### config.mk
export PLATFORM = sky130hd
export DESIGN_NAME = packed_yuv422_to_rgb_core
export DESIGN_NICKNAME = d
export VERILOG_FILES = /design/src/rtl/core/pyuv_pkg.sv /design/src/rtl/core/pyuv_pipe.sv /design/src/rtl/core/packed_yuv422_to_rgb_core.sv
export SDC_FILE = /design/constraint.sdc
export NUM_CORES = 1
export LEC_CHECK = 0
export CAP_MARGIN = 30
export CORE_MARGIN = 4
export CORE_UTILIZATION = 40
export CTS_CLUSTER_SIZE = 20
export DETAILED_ROUTE_END_ITERATION = 8
export DONT_BUFFER_PORTS = 1
export RECOVER_POWER = 25
export SLEW_MARGIN = 20
export SYNTH_ARGS = -nofsm -noshare
export SYNTH_HDL_FRONTEND = slang
export SYNTH_SLANG_ARGS = --single-unit
### constraint.sdc
create_clock -name clk -period 10.2 [get_ports clk]
set_clock_uncertainty 0.05 [all_clocks]
set_input_delay 1.53 -clock clk [delete_from_list [all_inputs] [get_ports clk]]
set_output_delay 1.53 -clock clk [all_outputs]
set_load 0.005 [all_outputs]
### src/rtl/core/pyuv_pkg.sv
// ----------------------------------------------------------------------------
// pyuv_pkg
// Shared types, constants and helpers for the packed 4:2:2 to RGB888 core.
// ----------------------------------------------------------------------------
package pyuv_pkg;

  localparam int SampleW = 8;
  localparam int DeltaW  = SampleW + 1;
  localparam int CoefW   = 18;
  localparam int ProdW   = 26;
  localparam int SumW    = 27;
  localparam int FracW   = 16;

  localparam logic signed [CoefW-1:0] QRV = 18'sd92242;
  localparam logic signed [CoefW-1:0] QGU = 18'sd22643;
  localparam logic signed [CoefW-1:0] QGV = 18'sd46983;
  localparam logic signed [CoefW-1:0] QBU = 18'sd116589;

  localparam logic [SampleW-1:0] ChromaMid = 8'd128;
  localparam logic [SampleW-1:0] ChanMax   = 8'd255;

  typedef enum logic [1:0] {
    ORDER_YUYV = 2'd0,
    ORDER_UYVY = 2'd1,
    ORDER_YVYU = 2'd2,
    ORDER_VYUY = 2'd3
  } byte_order_t;

  typedef struct packed {
    logic valid;
    logic line_end;
    logic frame_end;
  } ctrl_t;

  typedef struct packed {
    logic [SampleW-1:0] red;
    logic [SampleW-1:0] green;
    logic [SampleW-1:0] blue;
  } pixel_t;

  function automatic logic [SampleW-1:0] clamp_q16(input logic signed [SumW-1:0] s);
    logic [SampleW-1:0] r;
    if (s[SumW-1]) begin
      r = '0;
    end else if (|s[SumW-2:FracW+SampleW]) begin
      r = ChanMax;
    end else begin
      r = s[FracW+SampleW-1:FracW];
    end
    return r;
  endfunction

endpackage

### src/rtl/core/pyuv_pipe.sv
// ----------------------------------------------------------------------------
// pyuv_pipe
// Three-stage arithmetic pipeline: unpack, chroma products, channel sums,
// with clamping on the way out.
// ----------------------------------------------------------------------------
module pyuv_pipe (
  input  logic                           clk,
  input  logic                           rst,
  input  logic                           en,
  input  pyuv_pkg::byte_order_t          order,
  input  pyuv_pkg::ctrl_t                in_ctrl,
  input  logic [pyuv_pkg::SampleW-1:0]   b0,
  input  logic [pyuv_pkg::SampleW-1:0]   b1,
  input  logic [pyuv_pkg::SampleW-1:0]   b2,
  input  logic [pyuv_pkg::SampleW-1:0]   b3,
  output pyuv_pkg::ctrl_t                out_ctrl,
  output pyuv_pkg::pixel_t               pix_a,
  output pyuv_pkg::pixel_t               pix_b
);

  localparam int SW = pyuv_pkg::SampleW;
  localparam int DW = pyuv_pkg::DeltaW;
  localparam int PW = pyuv_pkg::ProdW;
  localparam int NW = pyuv_pkg::SumW;
  localparam int FW = pyuv_pkg::FracW;

  logic [SW-1:0] y1_c, y2_c, u_c, v_c;

  always_comb begin
    case (order)
      pyuv_pkg::ORDER_YUYV: begin
        y1_c = b0; u_c = b1; y2_c = b2; v_c = b3;
      end
      pyuv_pkg::ORDER_UYVY: begin
        u_c = b0; y1_c = b1; v_c = b2; y2_c = b3;
      end
      pyuv_pkg::ORDER_YVYU: begin
        y1_c = b0; v_c = b1; y2_c = b2; u_c = b3;
      end
      default: begin
        v_c = b0; y1_c = b1; u_c = b2; y2_c = b3;
      end
    endcase
  end

  pyuv_pkg::ctrl_t s1_ctrl, s2_ctrl, s3_ctrl;
  logic [SW-1:0]        s1_y1, s1_y2, s2_y1, s2_y2;
  logic signed [DW-1:0] s1_du, s1_dv;
  logic signed [PW-1:0] s2_rv, s2_gu, s2_gv, s2_bu;
  logic signed [NW-1:0] s3_r1, s3_g1, s3_b1, s3_r2, s3_g2, s3_b2;

  logic signed [DW+pyuv_pkg::CoefW-1:0] m_rv, m_gu, m_gv, m_bu;
  logic signed [NW-1:0] base1, base2, e_rv, e_gu, e_gv, e_bu;

  assign m_rv = s1_dv * pyuv_pkg::QRV;
  assign m_gu = s1_du * pyuv_pkg::QGU;
  assign m_gv = s1_dv * pyuv_pkg::QGV;
  assign m_bu = s1_du * pyuv_pkg::QBU;

  assign base1 = $signed({{(NW-SW-FW){1'b0}}, s2_y1, {FW{1'b0}}});
  assign base2 = $signed({{(NW-SW-FW){1'b0}}, s2_y2, {FW{1'b0}}});
  assign e_rv  = NW'(s2_rv);
  assign e_gu  = NW'(s2_gu);
  assign e_gv  = NW'(s2_gv);
  assign e_bu  = NW'(s2_bu);

  always_ff @(posedge clk) begin
    if (rst) begin
      s1_ctrl <= '0;
      s2_ctrl <= '0;
      s3_ctrl <= '0;
    end else if (en) begin
      s1_ctrl <= in_ctrl;
      s2_ctrl <= s1_ctrl;
      s3_ctrl <= s2_ctrl;
    end
  end

  always_ff @(posedge clk) begin
    if (en) begin
      s1_y1 <= y1_c;
      s1_y2 <= y2_c;
      s1_du <= $signed({1'b0, u_c}) - $signed({1'b0, pyuv_pkg::ChromaMid});
      s1_dv <= $signed({1'b0, v_c}) - $signed({1'b0, pyuv_pkg::ChromaMid});

      s2_y1 <= s1_y1;
      s2_y2 <= s1_y2;
      s2_rv <= m_rv[PW-1:0];
      s2_gu <= m_gu[PW-1:0];
      s2_gv <= m_gv[PW-1:0];
      s2_bu <= m_bu[PW-1:0];

      s3_r1 <= base1 + e_rv;
      s3_g1 <= base1 - e_gu - e_gv;
      s3_b1 <= base1 + e_bu;
      s3_r2 <= base2 + e_rv;
      s3_g2 <= base2 - e_gu - e_gv;
      s3_b2 <= base2 + e_bu;
    end
  end

  assign out_ctrl    = s3_ctrl;
  assign pix_a.red   = pyuv_pkg::clamp_q16(s3_r1);
  assign pix_a.green = pyuv_pkg::clamp_q16(s3_g1);
  assign pix_a.blue  = pyuv_pkg::clamp_q16(s3_b1);
  assign pix_b.red   = pyuv_pkg::clamp_q16(s3_r2);
  assign pix_b.green = pyuv_pkg::clamp_q16(s3_g2);
  assign pix_b.blue  = pyuv_pkg::clamp_q16(s3_b2);

endmodule

### src/rtl/core/packed_yuv422_to_rgb_core.sv
// ----------------------------------------------------------------------------
// packed_yuv422_to_rgb_core
// Packed 4:2:2 macropixel to two RGB888 pixels, byte order set by register.
// Flow: unpack, product, sum and pair registers; the second pixel follows the first.
// New requests are taken while the pair register is empty or its second pixel leaves.
// Pipeline: unpack, products, sums, then a pair register sends pixels in turn.
// Reset: rst clears the valid bits, the output phase and byte_order (YUYV).
// ----------------------------------------------------------------------------
module packed_yuv422_to_rgb_core (
  input  logic                         clk,
  input  logic                         rst,
  input  logic                         cfg_we,
  input  logic [1:0]                   cfg_wdata,
  input  logic                         in_valid,
  output logic                         in_ready,
  input  logic [pyuv_pkg::SampleW-1:0] byte_zero,
  input  logic [pyuv_pkg::SampleW-1:0] byte_one,
  input  logic [pyuv_pkg::SampleW-1:0] byte_two,
  input  logic [pyuv_pkg::SampleW-1:0] byte_three,
  input  logic                         line_end,
  input  logic                         frame_end,
  output logic                         out_valid,
  input  logic                         out_ready,
  output logic [pyuv_pkg::SampleW-1:0] red,
  output logic [pyuv_pkg::SampleW-1:0] green,
  output logic [pyuv_pkg::SampleW-1:0] blue,
  output logic                         second_of_pair,
  output logic                         line_done,
  output logic                         frame_done
);

  pyuv_pkg::byte_order_t byte_order;
  pyuv_pkg::ctrl_t       in_ctrl, pipe_ctrl;
  pyuv_pkg::pixel_t      pipe_a, pipe_b, hold_a, hold_b;
  logic                  en, phase, full, hold_le, hold_fe;

  assign en       = !full || (out_ready && phase);
  assign in_ready = en;

  assign in_ctrl.valid     = in_valid;
  assign in_ctrl.line_end  = line_end;
  assign in_ctrl.frame_end = frame_end;

  always_ff @(posedge clk) begin
    if (rst) begin
      byte_order <= pyuv_pkg::ORDER_YUYV;
    end else if (cfg_we) begin
      byte_order <= pyuv_pkg::byte_order_t'(cfg_wdata);
    end
  end

  pyuv_pipe u_pipe (
    .clk      (clk),
    .rst      (rst),
    .en       (en),
    .order    (byte_order),
    .in_ctrl  (in_ctrl),
    .b0       (byte_zero),
    .b1       (byte_one),
    .b2       (byte_two),
    .b3       (byte_three),
    .out_ctrl (pipe_ctrl),
    .pix_a    (pipe_a),
    .pix_b    (pipe_b)
  );

  always_ff @(posedge clk) begin
    if (rst) begin
      full  <= 1'b0;
      phase <= 1'b0;
    end else if (en) begin
      full  <= pipe_ctrl.valid;
      phase <= 1'b0;
    end else if (out_ready) begin
      phase <= 1'b1;
    end
  end

  always_ff @(posedge clk) begin
    if (en) begin
      hold_a  <= pipe_a;
      hold_b  <= pipe_b;
      hold_le <= pipe_ctrl.line_end;
      hold_fe <= pipe_ctrl.frame_end;
    end
  end

  assign out_valid      = full;
  assign red            = phase ? hold_b.red   : hold_a.red;
  assign green          = phase ? hold_b.green : hold_a.green;
  assign blue           = phase ? hold_b.blue  : hold_a.blue;
  assign second_of_pair = phase;
  assign line_done      = phase & hold_le;
  assign frame_done     = phase & hold_fe;

endmodule
==> impl_results.md <==
* Status: finished, violations left
* Failing checks: max-capacitance violations, max-slew violations
* Worst slew margin relative to its limit at -12.9%
* Crit. End Element: flip-flop
* Nets@finish at 2433
* Hold Fails Final Rpt at 0
* Core ar. at just over 0.05 mm2
* Initial drt markers at ~650
* Most common cell after layout, fill and taps aside: ha_1
* Fill count at 4728
* Vias at roughly 13000
* Hold Path Class: flip-flop to flip-flop
* Num CTS Buffers at 29
* I/O Buffers at 0
* CP max FO at 21
* Pre-antenna DRT Iters at 9
* Post-CTS Repair Setup Buffers at 0
* Setup TNS at 0 ns
* RSZ-0062 raised after global routing: no
* Post-Syn Area at about 0.021 mm2
* Worst Slack Setup Final at 4.60 ns
* WL per Instance at between 15 and 20 um
* Layout area overhead at 8.86%
* Crit start category: flip-flop
* Clk Latency, worst-skew pair at a little under 0.6 ns
* Final setup violation count at 0
* Clk buf depth at 3
* # hold bufs at CTS at 0
* Post-synthesis sequential area ratio at 34.9%
* Initial antenna violation count at 3
* Post-Syn Nets at 2424
* Flop and latch count out of synthesis at roughly 250
* Max Clk Rate at roughly 180 MHz
* Die area at 0.0561 mm2
* Clock transition at the registers of the reported paths at 0.06 ns
* Root Buffer: clkbuf_16
* CP Class: flip-flop to flip-flop
* Io pins at 70
* Gr usage total at 16.1%
* Maxcap violations at 1
* Worst path arrival time at 5.87 ns
* Chip Width at 237 um
* Number of synthesized flops with an enable pin at 235
* Starting Density at approximately 40%
* Post-DP HPWL at ~37000 um
* Ys flop type: edfxtp_1
* Clock sink count at 248
* GRT overflow at 0
* Most frequent cells in the layout: ha_1, inv_1, edfxtp_1
* Yosys warning count at 0
* Die Y at 237 um
* CTS tree: done
* Synth async-reset ratio at 0%
* Place WS at 4.66 ns
* WL final at 45300 um
* Largest net degree at the start of global routing at 86
* Routed vias/inst at ~5.1
* Mean post-synth cell area at around 11 um2
* Final ANT Viol Nets at 0
* # DRC at 0
* Rows at 83
* # resized after CTS at 0
* Fin Hold WS at 0.370 ns
* Final GP Congestion at 0.895
* Max-slew violation count at 34
* CP Data Required Time at 10.47 ns
* Worst-Margin Slew at 1.69 ns
* Vias in the first global route at 13634
* Period utilization at between 50% and 60%
* Share of layout cells above drive strength 1 at 7.02%
* Synthesized instance count at 1905
* H-tree depth at 1
* First-pass GRT wire length at 72600 um
* Min cycle time layout at 5.60 ns
* Distinct cells, synth at just under 70
[state kept, by name, summed over array words and instances, names as in the netlist, 8 cells and up]
name and count:
u_pipe.s1_dv 8, hold_a 24, u_pipe.s3_b2 11, u_pipe.s3_r1 11, u_pipe.s3_g1 11, u_pipe.s2_y1 8
u_pipe.s2_y2 8, u_pipe.s1_du 8, u_pipe.s2_gu 24, u_pipe.s3_b1 11, u_pipe.s2_bu 11, u_pipe.s1_y1 8
u_pipe.s2_rv 10, hold_b 24, u_pipe.s2_gv 26, u_pipe.s1_y2 8, u_pipe.s3_r2 11, u_pipe.s3_g2 11
[worst paths after layout]
| check | startpoint | cells past startpoint | end | slack (ns) |
|---|---|---|---|---|
| min reg2reg | u_pipe.s1_y1[5] | 0 | u_pipe.s2_y1[5] | 0.37 |
| max | u_pipe.s1_dv[7] | 18 | u_pipe.s2_gv[25] | 4.60 |
| min | u_pipe.s1_y1[5] | 0 | u_pipe.s2_y1[5] | 0.37 |
| max reg2reg | u_pipe.s1_dv[7] | 18 | u_pipe.s2_gv[25] | 4.60 |
[worst max-delay path: stages, from the launching register on]
cell      delay (ns)
edfxtp_1        0.32
buf_4           0.29
inv_1           0.22
ha_1            0.55
ha_1            0.22
inv_1           0.05
fa_1            0.47
fa_1            0.56
inv_1           0.06
fa_1            0.46
ha_1            0.34
nand2_1         0.07
o21bai_1        0.17
a21oi_1         0.18
o21ai_0         0.17
a31oi_1         0.56
a21oi_1         0.18
a211oi_1        0.31
xnor2_1         0.09
[logic make-up (layout without fill, tap and decap cells)]
group           count (synthesis)  in the layout  share of synthesized area (%)
buf+inv                       347            378                           6.21
flops                         248            248                           34.9
compound gates                275            275                           8.60
xor+xnor                      124            124                           5.18
fa+ha+maj                     478            478                           32.6
simple gates                  371            371                           8.30
other cells                     0              1                              0
mux                            62             62                           4.16
[layer usage]
layer  share of wire (%)  up-vias  global-route usage [%]
met3                 3.9       69                    2.48
met4                 3.1        2                    4.94
met2                  47      213                    27.0
met5               0.024        -                       0
li1                    -     6601                       -
met1                  46     6408                    21.5
[through the flow]
step	util [%]	cell area, um2	cells
4_1_cts	44.2	22800	2616
2_1_floorplan	-	21000	1905
6_report	44.2	22800	2617
5_1_grt	44.2	22800	2616
3_5_place_dp	42.2	21800	2563
3_3_place_gp	42.2	21800	2562
[cells in the mapped netlist, types with 3 or more instances]
master / count / share of area [%]
or2_2: 14 / 0.42
xor2_1: 31 / 1.3
mux2i_1: 5 / 0.24
o211ai_1: 5 / 0.18
o21bai_1: 12 / 0.43
a31oi_1: 13 / 0.39
buf_1: 7 / 0.13
nor4_4: 4 / 0.41
fa_1: 115 / 11
a41oi_1: 3 / 0.13
a21oi_1: 80 / 1.9
nor3_1: 21 / 0.50
edfxtp_1: 235 / 34
o21ai_1: 5 / 0.12
nand4_1: 7 / 0.21
o21ai_0: 55 / 1.3
a21boi_0: 9 / 0.32
mux4_2: 16 / 1.7
nand2_1: 80 / 1.4
a211o_1: 3 / 0.13
clkbuf_1: 22 / 0.39
or4_1: 3 / 0.11
a21o_1: 30 / 1.1
nand3_1: 12 / 0.29
ha_1: 363 / 22
dfxtp_1: 13 / 1.2
o21a_1: 17 / 0.61
or3_1: 4 / 0.12
mux2_2: 41 / 2.2
a211oi_1: 14 / 0.50
nor4_1: 5 / 0.15
and2_1: 10 / 0.30
nor3b_1: 3 / 0.11
nor2b_1: 12 / 0.36
nor2_1: 173 / 3.1
nand2b_1: 6 / 0.18
xnor2_1: 93 / 3.9
inv_1: 317 / 5.7
and3_1: 9 / 0.27
[final cells by class]
cell class                 count  area [um2]  area share [%]
multi-input combinational   1310       12300            54.1
timing repair buffer           7        60.1           0.263
sequential                   248        7320            32.1
tap                          680         851            3.73
inverter                     318        1200            5.26
clock inverter                20         275            1.21
clock buffer                  33         771            3.38
antenna                        1        2.50          0.0110
Power is not shown: default switching activity piles up to over one toggle a cycle in this logic, so the estimate is an artifact.
